===== config.mk =====
export PLATFORM = sky130hd
export DESIGN_NAME = udp_credit_load_balancer_unit_flat
export DESIGN_NICKNAME = d
export VERILOG_FILES = /design/src/hw/rtl/ucl_pkg.sv /design/src/hw/rtl/ucl_if.sv /design/src/hw/rtl/ucl_ram.sv /design/src/hw/rtl/ucl_decide.sv /design/src/hw/rtl/udp_credit_load_balancer_unit.sv /design/src/flat_wrapper.sv
export SDC_FILE = /design/constraint.sdc
export NUM_CORES = 2
export LEC_CHECK = 0
export BUFFER_PORTS_ARGS = -buffer_cell sky130_fd_sc_hd__buf_2
export CORE_ASPECT_RATIO = 0.75
export CORE_MARGIN = 2
export CORE_UTILIZATION = 40
export CTS_CLUSTER_SIZE = 8
export DETAILED_ROUTE_END_ITERATION = 16
export SYNTH_ARGS = -nofsm -noshare
export SYNTH_HDL_FRONTEND = slang
export SYNTH_HIERARCHICAL = 1
export SYNTH_SLANG_ARGS = --single-unit

===== constraint.sdc =====
create_clock -name i_clk -period 5.7 [get_ports i_clk]
set_input_delay 0.855 -clock i_clk [delete_from_list [all_inputs] [get_ports i_clk]]
set_output_delay 0.855 -clock i_clk [all_outputs]
set_load 0.05 [all_outputs]

===== src/hw/rtl/ucl_pkg.sv =====
`timescale 1ns / 1ps
// Shared types and constants of the UDP credit load balancer.
package ucl_pkg;

    localparam logic [10:0] MIN_FRAME_BYTES = 11'd46;
    localparam logic [15:0] ETHERTYPE_IPV4  = 16'h0800;
    localparam logic [7:0]  PROTO_UDP       = 8'd17;
    localparam logic [7:0]  CREDIT_MAX      = 8'd255;

    localparam logic [15:0] RST_BALANCER_PORT    = 16'd11000;
    localparam logic [15:0] RST_SERVER_BASE_PORT = 16'd13000;
    localparam logic [7:0]  RST_SLOTS_PER_SERVER = 8'd5;

    localparam int CFG_IDX_W = 2;
    localparam logic [CFG_IDX_W-1:0] CFG_BALANCER_PORT    = 2'd0;
    localparam logic [CFG_IDX_W-1:0] CFG_SERVER_BASE_PORT = 2'd1;
    localparam logic [CFG_IDX_W-1:0] CFG_SLOTS_PER_SERVER = 2'd2;

    typedef enum logic [1:0] {
        VERDICT_PASS = 2'd0,
        VERDICT_DROP = 2'd1,
        VERDICT_TX   = 2'd2
    } t_verdict;

    typedef struct packed {
        logic [10:0] frame_length;
        logic [15:0] ether_type;
        logic [7:0]  ip_protocol;
        logic [15:0] source_port;
        logic [15:0] dest_port;
        logic [31:0] payload_word;
    } t_item;

    typedef struct packed {
        t_verdict    verdict;
        logic [15:0] out_source_port;
        logic [15:0] out_dest_port;
        logic [31:0] out_payload_word;
    } t_result;

    typedef struct packed {
        logic [15:0] balancer_port;
        logic [15:0] server_base_port;
        logic [7:0]  slots_per_server;
    } t_cfg;

    typedef struct packed {
        logic empty;
        logic full;
    } t_ring_stat;

    typedef struct packed {
        logic qualified;
        logic push;
        logic pop;
    } t_ring_op;

endpackage


===== src/hw/rtl/ucl_if.sv =====
`timescale 1ns / 1ps
// Request, result and configuration channel interfaces of the load balancer.
interface ucl_req_if;
    logic        valid;
    logic        ready;
    logic [10:0] frame_length;
    logic [15:0] ether_type;
    logic [7:0]  ip_protocol;
    logic [15:0] source_port;
    logic [15:0] dest_port;
    logic [31:0] payload_word;

    modport source (
        output valid, frame_length, ether_type, ip_protocol, source_port, dest_port,
        payload_word,
        input  ready
    );
    modport sink (
        input  valid, frame_length, ether_type, ip_protocol, source_port, dest_port,
        payload_word,
        output ready
    );
endinterface

interface ucl_rsp_if;
    logic        valid;
    logic        ready;
    logic [1:0]  verdict;
    logic [15:0] out_source_port;
    logic [15:0] out_dest_port;
    logic [31:0] out_payload_word;

    modport source (
        output valid, verdict, out_source_port, out_dest_port, out_payload_word,
        input  ready
    );
    modport sink (
        input  valid, verdict, out_source_port, out_dest_port, out_payload_word,
        output ready
    );
endinterface

interface ucl_cfg_if;
    logic        valid;
    logic        ready;
    logic [ucl_pkg::CFG_IDX_W-1:0] index;
    logic [15:0] data;

    modport source (output valid, index, data, input ready);
    modport sink (input valid, index, data, output ready);
endinterface


===== src/hw/rtl/ucl_ram.sv =====
`timescale 1ns / 1ps
// Generic single-write, single-read RAM with registered read data.
module ucl_ram #(
    parameter int WIDTH = 32,
    parameter int DEPTH = 64
) (
    input  logic                     i_clk,
    input  logic                     i_wr_en,
    input  logic [$clog2(DEPTH)-1:0] i_wr_addr,
    input  logic [WIDTH-1:0]         i_wr_data,
    input  logic [$clog2(DEPTH)-1:0] i_rd_addr,
    output logic [WIDTH-1:0]         o_rd_data
);

    logic [WIDTH-1:0] r_mem [DEPTH];
    logic [WIDTH-1:0] r_rd_data;

    always_ff @(posedge i_clk) begin
        if (i_wr_en) begin
            r_mem[i_wr_addr] <= i_wr_data;
        end
        r_rd_data <= r_mem[i_rd_addr];
    end

    assign o_rd_data = r_rd_data;

endmodule


===== src/hw/rtl/ucl_decide.sv =====
`timescale 1ns / 1ps
// Per-frame decision logic: qualification, reply handling and server selection.
module ucl_decide #(
    parameter int SERVER_COUNT = 3
) (
    input  ucl_pkg::t_item      i_item,
    input  ucl_pkg::t_cfg       i_cfg,
    input  logic                i_loaded,
    input  logic [7:0]          i_credit [SERVER_COUNT],
    input  ucl_pkg::t_ring_stat i_ring,
    input  logic [31:0]         i_head_word,
    output ucl_pkg::t_result    o_result,
    output ucl_pkg::t_ring_op   o_op,
    output logic [7:0]          o_credit [SERVER_COUNT]
);

    logic                    qualified;
    logic [7:0]              eff [SERVER_COUNT];
    logic [SERVER_COUNT-1:0] match;
    logic [SERVER_COUNT-1:0] grant;
    logic                    any_match;
    logic                    found;
    logic [15:0]             grant_off;

    always_comb begin
        qualified = (i_item.frame_length >= ucl_pkg::MIN_FRAME_BYTES) &&
                    (i_item.ether_type == ucl_pkg::ETHERTYPE_IPV4) &&
                    (i_item.ip_protocol == ucl_pkg::PROTO_UDP) &&
                    (i_item.dest_port == i_cfg.balancer_port);

        // Server ports are formed without wrap, so a port above 65535 never matches.
        for (int i = 0; i < SERVER_COUNT; i++) begin
            eff[i]   = i_loaded ? i_credit[i] : i_cfg.slots_per_server;
            match[i] = (({1'b0, i_cfg.server_base_port} + 17'(i)) ==
                        {1'b0, i_item.source_port});
        end
        any_match = |match;

        found     = 1'b0;
        grant     = '0;
        grant_off = '0;
        for (int i = 0; i < SERVER_COUNT; i++) begin
            if (!found && (eff[i] != 8'd0)) begin
                found     = 1'b1;
                grant[i]  = 1'b1;
                grant_off = 16'(i);
            end
        end

        o_result.verdict          = ucl_pkg::VERDICT_PASS;
        o_result.out_source_port  = i_item.source_port;
        o_result.out_dest_port    = i_item.dest_port;
        o_result.out_payload_word = i_item.payload_word;
        o_op                      = '0;
        for (int i = 0; i < SERVER_COUNT; i++) begin
            o_credit[i] = i_credit[i];
        end

        if (qualified) begin
            o_op.qualified = 1'b1;
            for (int i = 0; i < SERVER_COUNT; i++) begin
                o_credit[i] = eff[i];
            end
            if (any_match) begin
                if (i_ring.empty) begin
                    o_result.verdict = ucl_pkg::VERDICT_DROP;
                    for (int i = 0; i < SERVER_COUNT; i++) begin
                        if (match[i] && (eff[i] != ucl_pkg::CREDIT_MAX)) begin
                            o_credit[i] = eff[i] + 8'd1;
                        end
                    end
                end else begin
                    o_result.verdict          = ucl_pkg::VERDICT_TX;
                    o_result.out_payload_word = i_head_word;
                    o_result.out_dest_port    = i_item.source_port;
                    o_result.out_source_port  = i_cfg.balancer_port;
                    o_op.pop                  = 1'b1;
                end
            end else if (found) begin
                o_result.verdict         = ucl_pkg::VERDICT_TX;
                o_result.out_dest_port   = i_cfg.server_base_port + grant_off;
                o_result.out_source_port = i_cfg.balancer_port;
                for (int i = 0; i < SERVER_COUNT; i++) begin
                    if (grant[i]) begin
                        o_credit[i] = eff[i] - 8'd1;
                    end
                end
            end else begin
                o_result.verdict = ucl_pkg::VERDICT_DROP;
                o_op.push        = !i_ring.full;
            end
        end
    end

endmodule


===== src/hw/rtl/udp_credit_load_balancer_unit.sv =====
`timescale 1ns / 1ps
// Top level of the UDP credit load balancer.
// A request is taken into an input register, and its result is registered in an output register
// when that register is free or being read out; one request per cycle is sustained while o_rsp.ready
// stays high, set by the credit and ring pointer update that the decision stage makes per request.
// Reset is synchronous: control state, credits and pointers clear and the configuration
// returns to its defaults; the ring storage is not cleared and needs no clearing pass.
module udp_credit_load_balancer_unit #(
    parameter int SERVER_COUNT = 3,
    parameter int RING_DEPTH   = 64
) (
    input  logic      i_clk,
    input  logic      i_rst_n,
    ucl_req_if.sink   i_req,
    ucl_rsp_if.source o_rsp,
    ucl_cfg_if.sink   i_cfg
);

    localparam int PW = $clog2(RING_DEPTH);
    localparam logic [PW-1:0] PTR_LAST = PW'(RING_DEPTH - 1);

    ucl_pkg::t_cfg       r_cfg;
    ucl_pkg::t_item      req_item;
    ucl_pkg::t_item      r_in;
    logic                r_in_valid;
    ucl_pkg::t_result    r_out;
    logic                r_out_valid;
    ucl_pkg::t_result    dec_result;
    ucl_pkg::t_ring_op   ring_op;
    ucl_pkg::t_ring_stat ring_stat;
    logic                r_loaded;
    logic [7:0]          r_credit [SERVER_COUNT];
    logic [7:0]          n_credit [SERVER_COUNT];
    logic [PW-1:0]       r_head;
    logic [PW-1:0]       r_tail;
    logic [PW-1:0]       n_head;
    logic [PW-1:0]       head_adv;
    logic [PW-1:0]       tail_adv;
    logic                do_proc;
    logic                in_ready;
    logic                wr_en;
    logic [31:0]         ram_rd_data;
    logic                r_byp;
    logic [31:0]         r_byp_data;
    logic [31:0]         head_word;

    assign i_cfg.ready = 1'b1;

    always_ff @(posedge i_clk) begin
        if (!i_rst_n) begin
            r_cfg.balancer_port    <= ucl_pkg::RST_BALANCER_PORT;
            r_cfg.server_base_port <= ucl_pkg::RST_SERVER_BASE_PORT;
            r_cfg.slots_per_server <= ucl_pkg::RST_SLOTS_PER_SERVER;
        end else if (i_cfg.valid) begin
            case (i_cfg.index)
                ucl_pkg::CFG_BALANCER_PORT: begin
                    r_cfg.balancer_port <= i_cfg.data;
                end
                ucl_pkg::CFG_SERVER_BASE_PORT: begin
                    r_cfg.server_base_port <= i_cfg.data;
                end
                ucl_pkg::CFG_SLOTS_PER_SERVER: begin
                    r_cfg.slots_per_server <= i_cfg.data[7:0];
                end
                default: begin
                end
            endcase
        end
    end

    always_comb begin
        req_item.frame_length = i_req.frame_length;
        req_item.ether_type   = i_req.ether_type;
        req_item.ip_protocol  = i_req.ip_protocol;
        req_item.source_port  = i_req.source_port;
        req_item.dest_port    = i_req.dest_port;
        req_item.payload_word = i_req.payload_word;
    end

    assign do_proc     = r_in_valid && (!r_out_valid || o_rsp.ready);
    assign in_ready    = !r_in_valid || do_proc;
    assign i_req.ready = in_ready;

    always_ff @(posedge i_clk) begin
        if (!i_rst_n) begin
            r_in_valid <= 1'b0;
        end else if (in_ready) begin
            r_in_valid <= i_req.valid;
        end
    end

    always_ff @(posedge i_clk) begin
        if (i_req.valid && in_ready) begin
            r_in <= req_item;
        end
    end

    assign head_adv        = (r_head == PTR_LAST) ? '0 : r_head + PW'(1);
    assign tail_adv        = (r_tail == PTR_LAST) ? '0 : r_tail + PW'(1);
    assign ring_stat.empty = (r_head == r_tail);
    assign ring_stat.full  = (tail_adv == r_head);

    // The oldest entry is read ahead; a write to that same entry is forwarded.
    assign head_word = r_byp ? r_byp_data : ram_rd_data;

    ucl_decide #(
        .SERVER_COUNT(SERVER_COUNT)
    ) u_decide (
        .i_item     (r_in),
        .i_cfg      (r_cfg),
        .i_loaded   (r_loaded),
        .i_credit   (r_credit),
        .i_ring     (ring_stat),
        .i_head_word(head_word),
        .o_result   (dec_result),
        .o_op       (ring_op),
        .o_credit   (n_credit)
    );

    assign wr_en  = do_proc && ring_op.push;
    assign n_head = (do_proc && ring_op.pop) ? head_adv : r_head;

    ucl_ram #(
        .WIDTH(32),
        .DEPTH(RING_DEPTH)
    ) u_ring (
        .i_clk    (i_clk),
        .i_wr_en  (wr_en),
        .i_wr_addr(r_tail),
        .i_wr_data(r_in.payload_word),
        .i_rd_addr(n_head),
        .o_rd_data(ram_rd_data)
    );

    always_ff @(posedge i_clk) begin
        if (!i_rst_n) begin
            r_loaded <= 1'b0;
            r_head   <= '0;
            r_tail   <= '0;
            r_byp    <= 1'b0;
            for (int i = 0; i < SERVER_COUNT; i++) begin
                r_credit[i] <= '0;
            end
        end else begin
            r_head <= n_head;
            r_byp  <= wr_en && (r_tail == n_head);
            if (wr_en) begin
                r_tail <= tail_adv;
            end
            if (do_proc) begin
                r_loaded <= r_loaded | ring_op.qualified;
                for (int i = 0; i < SERVER_COUNT; i++) begin
                    r_credit[i] <= n_credit[i];
                end
            end
        end
    end

    always_ff @(posedge i_clk) begin
        r_byp_data <= r_in.payload_word;
    end

    always_ff @(posedge i_clk) begin
        if (!i_rst_n) begin
            r_out_valid <= 1'b0;
        end else if (do_proc) begin
            r_out_valid <= 1'b1;
        end else if (o_rsp.ready) begin
            r_out_valid <= 1'b0;
        end
    end

    always_ff @(posedge i_clk) begin
        if (do_proc) begin
            r_out <= dec_result;
        end
    end

    assign o_rsp.valid            = r_out_valid;
    assign o_rsp.verdict          = r_out.verdict;
    assign o_rsp.out_source_port  = r_out.out_source_port;
    assign o_rsp.out_dest_port    = r_out.out_dest_port;
    assign o_rsp.out_payload_word = r_out.out_payload_word;

endmodule

===== src/flat_wrapper.sv =====
// flat-port wrapper written by rule: the top's interface ports become plain ports
module udp_credit_load_balancer_unit_flat 
#(
    parameter int SERVER_COUNT = 3,
    parameter int RING_DEPTH   = 64
)
  (i_clk, i_rst_n, i_req_valid, i_req_frame_length, i_req_ether_type, i_req_ip_protocol, i_req_source_port, i_req_dest_port, i_req_payload_word, i_req_ready, o_rsp_valid, o_rsp_verdict, o_rsp_out_source_port, o_rsp_out_dest_port, o_rsp_out_payload_word, o_rsp_ready, i_cfg_valid, i_cfg_index, i_cfg_data, i_cfg_ready);
  ucl_req_if i_req_i ();
  ucl_rsp_if o_rsp_i ();
  ucl_cfg_if i_cfg_i ();
  input  logic i_clk;
  input  logic i_rst_n;
  input wire logic [$bits(i_req_i.valid)-1:0] i_req_valid;
  input wire logic [$bits(i_req_i.frame_length)-1:0] i_req_frame_length;
  input wire logic [$bits(i_req_i.ether_type)-1:0] i_req_ether_type;
  input wire logic [$bits(i_req_i.ip_protocol)-1:0] i_req_ip_protocol;
  input wire logic [$bits(i_req_i.source_port)-1:0] i_req_source_port;
  input wire logic [$bits(i_req_i.dest_port)-1:0] i_req_dest_port;
  input wire logic [$bits(i_req_i.payload_word)-1:0] i_req_payload_word;
  output wire logic [$bits(i_req_i.ready)-1:0] i_req_ready;
  output wire logic [$bits(o_rsp_i.valid)-1:0] o_rsp_valid;
  output wire logic [$bits(o_rsp_i.verdict)-1:0] o_rsp_verdict;
  output wire logic [$bits(o_rsp_i.out_source_port)-1:0] o_rsp_out_source_port;
  output wire logic [$bits(o_rsp_i.out_dest_port)-1:0] o_rsp_out_dest_port;
  output wire logic [$bits(o_rsp_i.out_payload_word)-1:0] o_rsp_out_payload_word;
  input wire logic [$bits(o_rsp_i.ready)-1:0] o_rsp_ready;
  input wire logic [$bits(i_cfg_i.valid)-1:0] i_cfg_valid;
  input wire logic [$bits(i_cfg_i.index)-1:0] i_cfg_index;
  input wire logic [$bits(i_cfg_i.data)-1:0] i_cfg_data;
  output wire logic [$bits(i_cfg_i.ready)-1:0] i_cfg_ready;
  assign i_req_i.valid = i_req_valid;
  assign i_req_i.frame_length = i_req_frame_length;
  assign i_req_i.ether_type = i_req_ether_type;
  assign i_req_i.ip_protocol = i_req_ip_protocol;
  assign i_req_i.source_port = i_req_source_port;
  assign i_req_i.dest_port = i_req_dest_port;
  assign i_req_i.payload_word = i_req_payload_word;
  assign i_req_ready = i_req_i.ready;
  assign o_rsp_valid = o_rsp_i.valid;
  assign o_rsp_verdict = o_rsp_i.verdict;
  assign o_rsp_out_source_port = o_rsp_i.out_source_port;
  assign o_rsp_out_dest_port = o_rsp_i.out_dest_port;
  assign o_rsp_out_payload_word = o_rsp_i.out_payload_word;
  assign o_rsp_i.ready = o_rsp_ready;
  assign i_cfg_i.valid = i_cfg_valid;
  assign i_cfg_i.index = i_cfg_index;
  assign i_cfg_i.data = i_cfg_data;
  assign i_cfg_ready = i_cfg_i.ready;
  udp_credit_load_balancer_unit #(.SERVER_COUNT(SERVER_COUNT), .RING_DEPTH(RING_DEPTH)) u_core (.i_clk(i_clk), .i_rst_n(i_rst_n), .i_req(i_req_i), .o_rsp(o_rsp_i), .i_cfg(i_cfg_i));
endmodule

==> results by group <==
Outcome
  – Status: finished clean

Cells and area
  – Final Cell Area: ~110000 um2
  – Filler Cell Count: 18855
  – Layout cells sized above 1: 30.5%
  – Area grow syn2layout: 18.4%
  – Final net count: about 5400

Global routing
  – First-pass GRT wire length: 346000 um
  – Initial antenna violation count: 17
  – GR Overflow Total: 0
  – Largest net degree at the start of global routing: just over 80
  – Global Route Usage Sum: between 20% and 30%
  – Vias in the first global route: roughly 48000

Clock tree
  – CTS clk-pin slew, worst paths: approximately 0.05 ns
  – Root Buffer Master: clkbuf_16
  – Hold-fix buffer count after cts: 0
  – Maximum clock path buffer count: 4
  – CTS tree: yes
  – Number of clock sinks: about 2400
  – TritonCTS Buffers: between 300 and 400
  – Skew-Pair Late Insertion Delay: approximately 0.85 ns
  – H-tree Lvls: 5

Route
  – Final wirelength: around 240000 um
  – Routed length per instance: 28.8 um
  – Iter 0 DRT Violations: between 5000 and 6000
  – WL met1: approximately 110000 um
  – Via/cell ratio: approximately 5.8
  – Pre-antenna DRT Iters: 5
  – Wire length on met3: between 20000 and 25000 um
  – Routed wl met2: 108000 um
  – Routed Antenna Nets: 0
  – Routed vias: 48733
  – # DRC: 0
  – Top sig layer: met5

Flow run
  – Max-Cap Viols: 0

Setup path
  – R2R Path End: u_core/u_ring/o_rd_data[2]
  – Cell count of the worst reg-to-reg path: 20
  – Crit path DAT: approximately 6.2 ns
  – CP Capture Type: flip-flop
  – CP Launch Point: u_core/r_cfg[17]
  – R2R Setup Slk: roughly 0.26 ns
  – Worst Setup EP: u_core/u_ring/o_rd_data[2]
  – Crit Path Max Fanout: 12
  – CP Launch Type: flip-flop
  – Setup CP Type: reg -> reg
  – Worst EP required: approximately 6.5 ns
  – Reg-to-Reg Start: u_core/r_cfg[17]

Floorplanning
  – Initial Utilization: between 40% and 50%
  – Core area: 230000 um2
  – Top Ports: 191
  – Die Wd: ~560 um
  – Vert. Die Dim: 421 um
  – Die area: approximately 240000 um2
  – Rows: around 150

Pwr
  – Int Pwr: ~30 mW
  – Switching share of power: 19.9%
  – Psw: 7.49 mW
  – Pwr dens: around 340 nW/um2
  – VDD IR max: about 0.25 mV
  – Clock power share: a little under half
  – Sequential Power Share: roughly half
  – Leak pwr: roughly 34 nW
  – Power share of the combinational group: between 1.5 and 2%

Timing
  – Min cycle time layout: 5.44 ns
  – Fin. Hold Viols: 0
  – Tcrit/Tclk final: 95.4%
  – Fmax: between 0.15 and 0.2 GHz
  – Final Max Tran Viols: 0
  – Setup ws final: 0.264 ns
  – Slew of the pin with the lowest slew margin: 1.27 ns
  – TNS Setup: 0 ns
  – Slew HR: 15.1%
  – WHS: roughly 0.19 ns
  – Clock skew: between 0.04 and 0.05 ns
  – RSZ-0062 raised after global routing: no
  – Final number of setup-violating endpoints: 0

Yosys
  – Syn Inst Count: about 4600
  – Mean Syn Cell Area: 19.9 um2
  – Yosys warning count: 6
  – Post-synth net total: between 4000 and 5000
  – Synth Cell Area: just over 90000 um2

Placed design
  – Gpl congestion: about 0.86
  – Port Buffers: 188
  – Pre-CTS WS: 0.0271 ns
  – Post-place instance area: approximately 100000 um2
  – DP HPWL: 146000 um

Min path
  – Hold WC Path Type: in -> reg
routing by layer:
metal  up-vias  global-route usage [%]
li1      20272                       -
met1     26060                    30.7
met4         2                    5.19
met2      2071                    29.8
met5         -                       0
met3       328                    4.62
cell type report:
class | instances | area [um2] | area share [%]
antenna | 11 | 27.5 | 0.0251
clock buffer | 436 | 9000 | 8.20
clock inverter | 13 | 214 | 0.195
inverter | 24 | 100 | 0.0913
multi-input combinational | 1996 | 22500 | 20.6
sequential | 2356 | 69300 | 63.2
tap | 3080 | 3850 | 3.51
timing repair buffer | 537 | 4640 | 4.23
registers in the layout, summed over array words and instances, names as in the netlist, 24 cells and up:
signal                         cells
u_core/u_ring/r_mem             2048
u_core/r_in                       98
u_core/r_cfg                      40
u_core/o_rsp.out_payload_word     32
u_core/r_byp_data                 32
u_core/u_ring/o_rd_data           32
u_core/r_credit                   24
cell usage in the layout (no fill, tap or decap), drive strengths merged, types with 9 or more instances in the layout:
master and instances:
or3 13, nand2b 14, and2 24, o22ai 92, mux2i 127, nor3 36
o32ai 10, nand2 216, nand3 56, diode 11, mux2 88, nand4 23
a22oi 17, nand3b 12, nor2 191, o221ai 29, mux4 544, a21boi 50
clkbuf 436, ha 12, dfxtp 144, o21ai 34, xor2 38, nor4 17
xnor2 60, inv 29, a31oi 12, buf 537, a21oi 101, o211ai 12
nor2b 31, a311oi 9, edfxtp 2212, and3 17
how the worst min path moves through the flow:
stage	slack (ns)	end	from	depth (start not counted)
3_3_place_gp	0.46	u_core/r_credit[16]	u_core/r_credit[16]	2
5_1_grt	0.15	u_core/r_in[15]	i_req_payload_word[15]	1
6_report	0.19	u_core/r_in[5]	i_req_payload_word[5]	1
2_1_floorplan	0.43	u_core/r_cfg[22]	u_core/r_cfg[22]	2
4_1_cts	0.13	u_core/r_in[52]	i_req_source_port[4]	1
3_5_place_dp	0.46	u_core/r_credit[17]	u_core/r_credit[17]	2
stage by stage:
stage | power [mW] | util, % | instances
floorplan | 19.8 | - | 4642
global placement | 20.1 | 43.7 | 7985
detailed placement | 20.1 | 43.7 | 7985
CTS | 37.9 | 47.7 | 8434
global route | 38.7 | 47.8 | 8446
finish | 37.6 | 47.8 | 8453
power by group through the flow:
stage / logic (mW) / clock network, mW / registers, mW
after floorplan: 0.177 / 0 / 19.6
after global placement: 0.642 / 0 / 19.5
after detailed placement: 0.665 / 0 / 19.5
after CTS: 0.666 / 18.1 / 19.1
after global routing: 0.728 / 18.8 / 19.1
final: 0.675 / 17.7 / 19.1
worst max-delay path, cell delays in order (launching register included):
cell	delay, ns
dfxtp_1	0.56
and4_4	0.35
nand3_4	0.10
or4_1	0.50
o22ai_1	0.34
and3_1	0.30
nor3_4	0.05
nor3_2	0.20
nand2_1	0.10
or3_1	0.44
buf_4	0.21
o31ai_4	0.37
buf_4	0.22
buf_4	0.20
nand3b_1	0.15
buf_4	0.19
o221ai_1	0.14
a21oi_1	0.57
a21oi_1	0.08
buf_4	0.20
nor2_1	0.08
what timing repair did:
action / in CTS / in global routing
resized for setup: 1 / 10
pin swaps: 0 / 2
endpoints found under the setup margin: 1 / 235
buffers inserted: 0 / 6
Power figures use the tool's default switching activity.
